## config.mk

```make
export PLATFORM = sky130hd
export DESIGN_NAME = lwgs_div
export DESIGN_NICKNAME = d
export VERILOG_FILES = /design/src/lwgs_div.sv
export SDC_FILE = /design/constraint.sdc
export NUM_CORES = 1
export LEC_CHECK = 0
export ABC_AREA = 1
export BUFFER_PORTS_ARGS = -buffer_cell sky130_fd_sc_hd__buf_2
export CAP_MARGIN = 20
export CORE_AREA = 2 2 83 93
export CTS_CLUSTER_DIAMETER = 100
export DETAILED_ROUTE_END_ITERATION = 8
export DIE_AREA = 0 0 85 95
export PLACE_DENSITY = 0.84
export SYNTH_ARGS = -nofsm -noshare
export SYNTH_HDL_FRONTEND = slang
export SYNTH_SLANG_ARGS = --single-unit
```

## constraint.sdc

```tcl
create_clock -name clk -period 3.7 [get_ports clk]
set_input_delay 0.74 -clock clk [delete_from_list [all_inputs] [get_ports clk]]
set_output_delay 0.74 -clock clk [all_outputs]
set_load 0.05 [all_outputs]
```

## src/lwgs_div.sv

```systemverilog
// restoring divider, one quotient bit per cycle
`timescale 1ns / 1ps
module lwgs_div #(
    parameter int DW = 31,
    parameter int VW = 15
) (
    input  logic          clk,
    input  logic          rst_n,
    input  logic          start,
    input  logic [DW-1:0] dividend,
    input  logic [VW-1:0] divisor,
    output logic          busy,
    output logic          done,
    output logic [DW-1:0] quotient,
    output logic [VW-1:0] remainder
);

    localparam int CW = $clog2(DW + 1);

    logic [CW-1:0] cnt_reg;
    logic [DW-1:0] quo_reg;
    logic [VW-1:0] rem_reg;
    logic [VW-1:0] dsr_reg;
    logic          busy_reg;
    logic          done_reg;

    logic [VW:0]   trial;
    logic [VW:0]   diff;
    logic          ge;
    logic [VW-1:0] rem_next;

    assign trial    = {rem_reg, quo_reg[DW-1]};
    assign ge       = trial >= {1'b0, dsr_reg};
    assign diff     = trial - {1'b0, dsr_reg};
    assign rem_next = ge ? diff[VW-1:0] : trial[VW-1:0];

    always_ff @(posedge clk or negedge rst_n)
    begin
        if (!rst_n)
        begin
            cnt_reg  <= '0;
            busy_reg <= 1'b0;
            done_reg <= 1'b0;
            quo_reg  <= '0;
            rem_reg  <= '0;
            dsr_reg  <= '0;
        end
        else
        begin
            done_reg <= 1'b0;
            if (start)
            begin
                quo_reg  <= dividend;
                rem_reg  <= '0;
                dsr_reg  <= divisor;
                cnt_reg  <= CW'(DW);
                busy_reg <= 1'b1;
            end
            else if (busy_reg)
            begin
                quo_reg <= {quo_reg[DW-2:0], ge};
                rem_reg <= rem_next;
                cnt_reg <= cnt_reg - CW'(1);
                if (cnt_reg == CW'(1))
                begin
                    busy_reg <= 1'b0;
                    done_reg <= 1'b1;
                end
            end
        end
    end

    assign busy      = busy_reg;
    assign done      = done_reg;
    assign quotient  = quo_reg;
    assign remainder = rem_reg;

endmodule

```

==> metrics <==
Critical Path Start Type flop; Detailed Place HPWL roughly 7100 µm; number of iterations in the first detailed-routing pass 4; required time of the critical path between 3000 and 4000 ps; root buf cell clkbuf_8; status finished, final reports clean; postcts setup bufs 0; Synth top area share between 40% and 50%; Reg2Reg Capture Point remainder[13]; CTS tree done; CP endpoint kind flop; Starting DRT DRC Count 157; worst skew pair latency 340 ps; Worst Setup Path Type reg2reg; crit share post-route 73.4%; Setup Skew 9.06 ps; first-pass GRT wire length 15900 µm; reg2reg setup slack about 1000 ps; Hold/Removal Path Class in2async; IO Count 97; CTS Buf Count 9; register area share after synthesis 44.0%; power density cells roughly 680 mW/mm²; number of fill cells roughly 650; critical path arrival 2960 ps; Worst-path clk slew 80 ps; Avg Cell Area, Syn 7.43 µm²; Worst Max-Slew Pin Slew between 900 and 1000 ps; top cells by area, synth dfrtp_1 (44%), nand2_1 (18%), inv_1 (9.2%); final hold viol count 0; GRT Util Overall 24.7%; initial core utilization 53.5%; Net Count, Synth 587; CTS hold repair buffers 0; FP Rows 33; post-route ant nets 0; area grow syn2layout 19.2%; Die ar. 0.00808 mm²; Syn Std Cell Area between 0.003 and 0.004 mm²; Worst IR Drop VDD 0.427 mV; MaxCap Viol Count 0; clock net sink count 68; worst r2r src remainder[9]; H-tree depth 3; Synth cell types 28; ANT cells 0; most frequent cells in the layout nand2_1 (189), buf_2 (96), inv_1 (95); RSZ-0062 raised after global routing no; Slew Viols, Final 0; WL final 9480 µm; total gr overflow 0; Leak approximately 2.7 nW; post-DR vias/cell approximately 5.2; DRC viols 0; cell count after synthesis 520; minimum clock period between 2000 and 3000 ps; pre-CTS WS roughly 1000 ps; CTS max path bufs 2; Peak Freq 0.368 GHz; Final Worst Setup Slack 985 ps; ratio of cells with drive above 1 in the final layout about 19%; largest net degree at the start of global routing between 60 and 70; Port Buffers 96; YS warnings 0; Via Count 3656; post-route setup TNS 0 ps; vias in the first global route 3569; synthesis-stage register bit count 68; initial antenna violation count 0; Routed wire per std cell 13.5 µm; Die X-Extent 85 µm; CORE AREA between 0.007 and 0.008 mm²; post-layout net count 680; Util after Layout 63.8%; Resized cells post-CTS 0; crit path max fanout 16; RePlAce Congestion 0.938; Total Power 3.13 mW; Die H around 95 µm; commonest non-fill, non-tap cell in the layout nand2_1; Largest register FFs 31; cells on worst reg2reg path 11; Slew headroom 39.6%; Synth area leader dfrtp_1; Finish-stage setup viols 0
[where the power goes]
group | internal [mW] | total (mW) | switching (mW)
Clock | 0.315 | 0.620 | 0.305
Combinational | 0.463 | 1.55 | 1.08
Sequential | 0.859 | 0.964 | 0.105
Total | 1.64 | 3.13 | 1.49
[worst max-delay path by stage]
stage                              from       endpoint  slack (ps)
after floorplan            quotient[30]   remainder[9]        1480
after global placement     remainder[9]  remainder[13]        1150
after detailed placement  remainder[10]  remainder[13]        1020
after CTS                 remainder[10]  remainder[13]        1010
after global routing      remainder[10]  remainder[11]         710
final                      remainder[9]  remainder[13]         980
[worst max-delay path, cell delays in order, from the launching register on]
cell     delay [ps]
dfrtp_1         430
ha_1            360
nand2_1         130
inv_1            60
nand2_1          60
nand2_1          60
a21oi_1         650
nand2_2         370
nand2_1         290
nand2_1          80
nand2_1          70
nand2_1          50
[layer usage]
metal,share of wire (%),global-route usage (%),up-vias
met4,1.8,7.94,0
met3,6.5,6.99,19
met1,42,30.6,1698
li1,-,-,1828
met5,0,0,-
met2,49,41.8,111
[stage by stage]
stage	instances	cell area [µm²]	hold WS (ps)
floorplan	520	3860	444
global placement	689	4410	466
detailed placement	689	4410	474
CTS	705	4610	385
global route	705	4610	408
finish	705	4610	372
[layout make-up]
type,count,area [µm²],area share [%]
multi-input cells,338,1730,37.5
repair buffers,100,510,11.1
clock buffers,9,124,2.69
inverters,96,360,7.82
clock inverters,7,75.1,1.63
flip-flops and latches,68,1700,36.9
well taps,87,109,2.36
[kinds of logic after synthesis]
family / share of synthesized area [%]
xor gates and xnor gates: 1.13
AOI/OAI and AO/OA: 11.1
DFF: 44.0
adders and majority gates: 6.02
buffers and inverters: 11.3
and+or+nand+nor: 26.4
[synth_stat cells]
library cell / number
or2_1: 1
and2_1: 1
nand2_2: 1
nor3_2: 1
a22oi_1: 3
o221ai_1: 27
ha_1: 17
nand3_1: 31
nor2_1: 19
xor2_1: 2
o21ai_0: 20
o21ai_1: 2
nor3_1: 2
buf_2: 3
o211ai_1: 2
a21oi_1: 9
clkbuf_1: 9
or3_1: 1
inv_1: 95
xnor2_1: 3
buf_4: 1
dfrtp_1: 68
nand2_1: 189
buf_1: 5
inv_2: 1
fa_1: 1
nand3b_1: 3
nand4_1: 3
(Power assumes the default switching activity.)
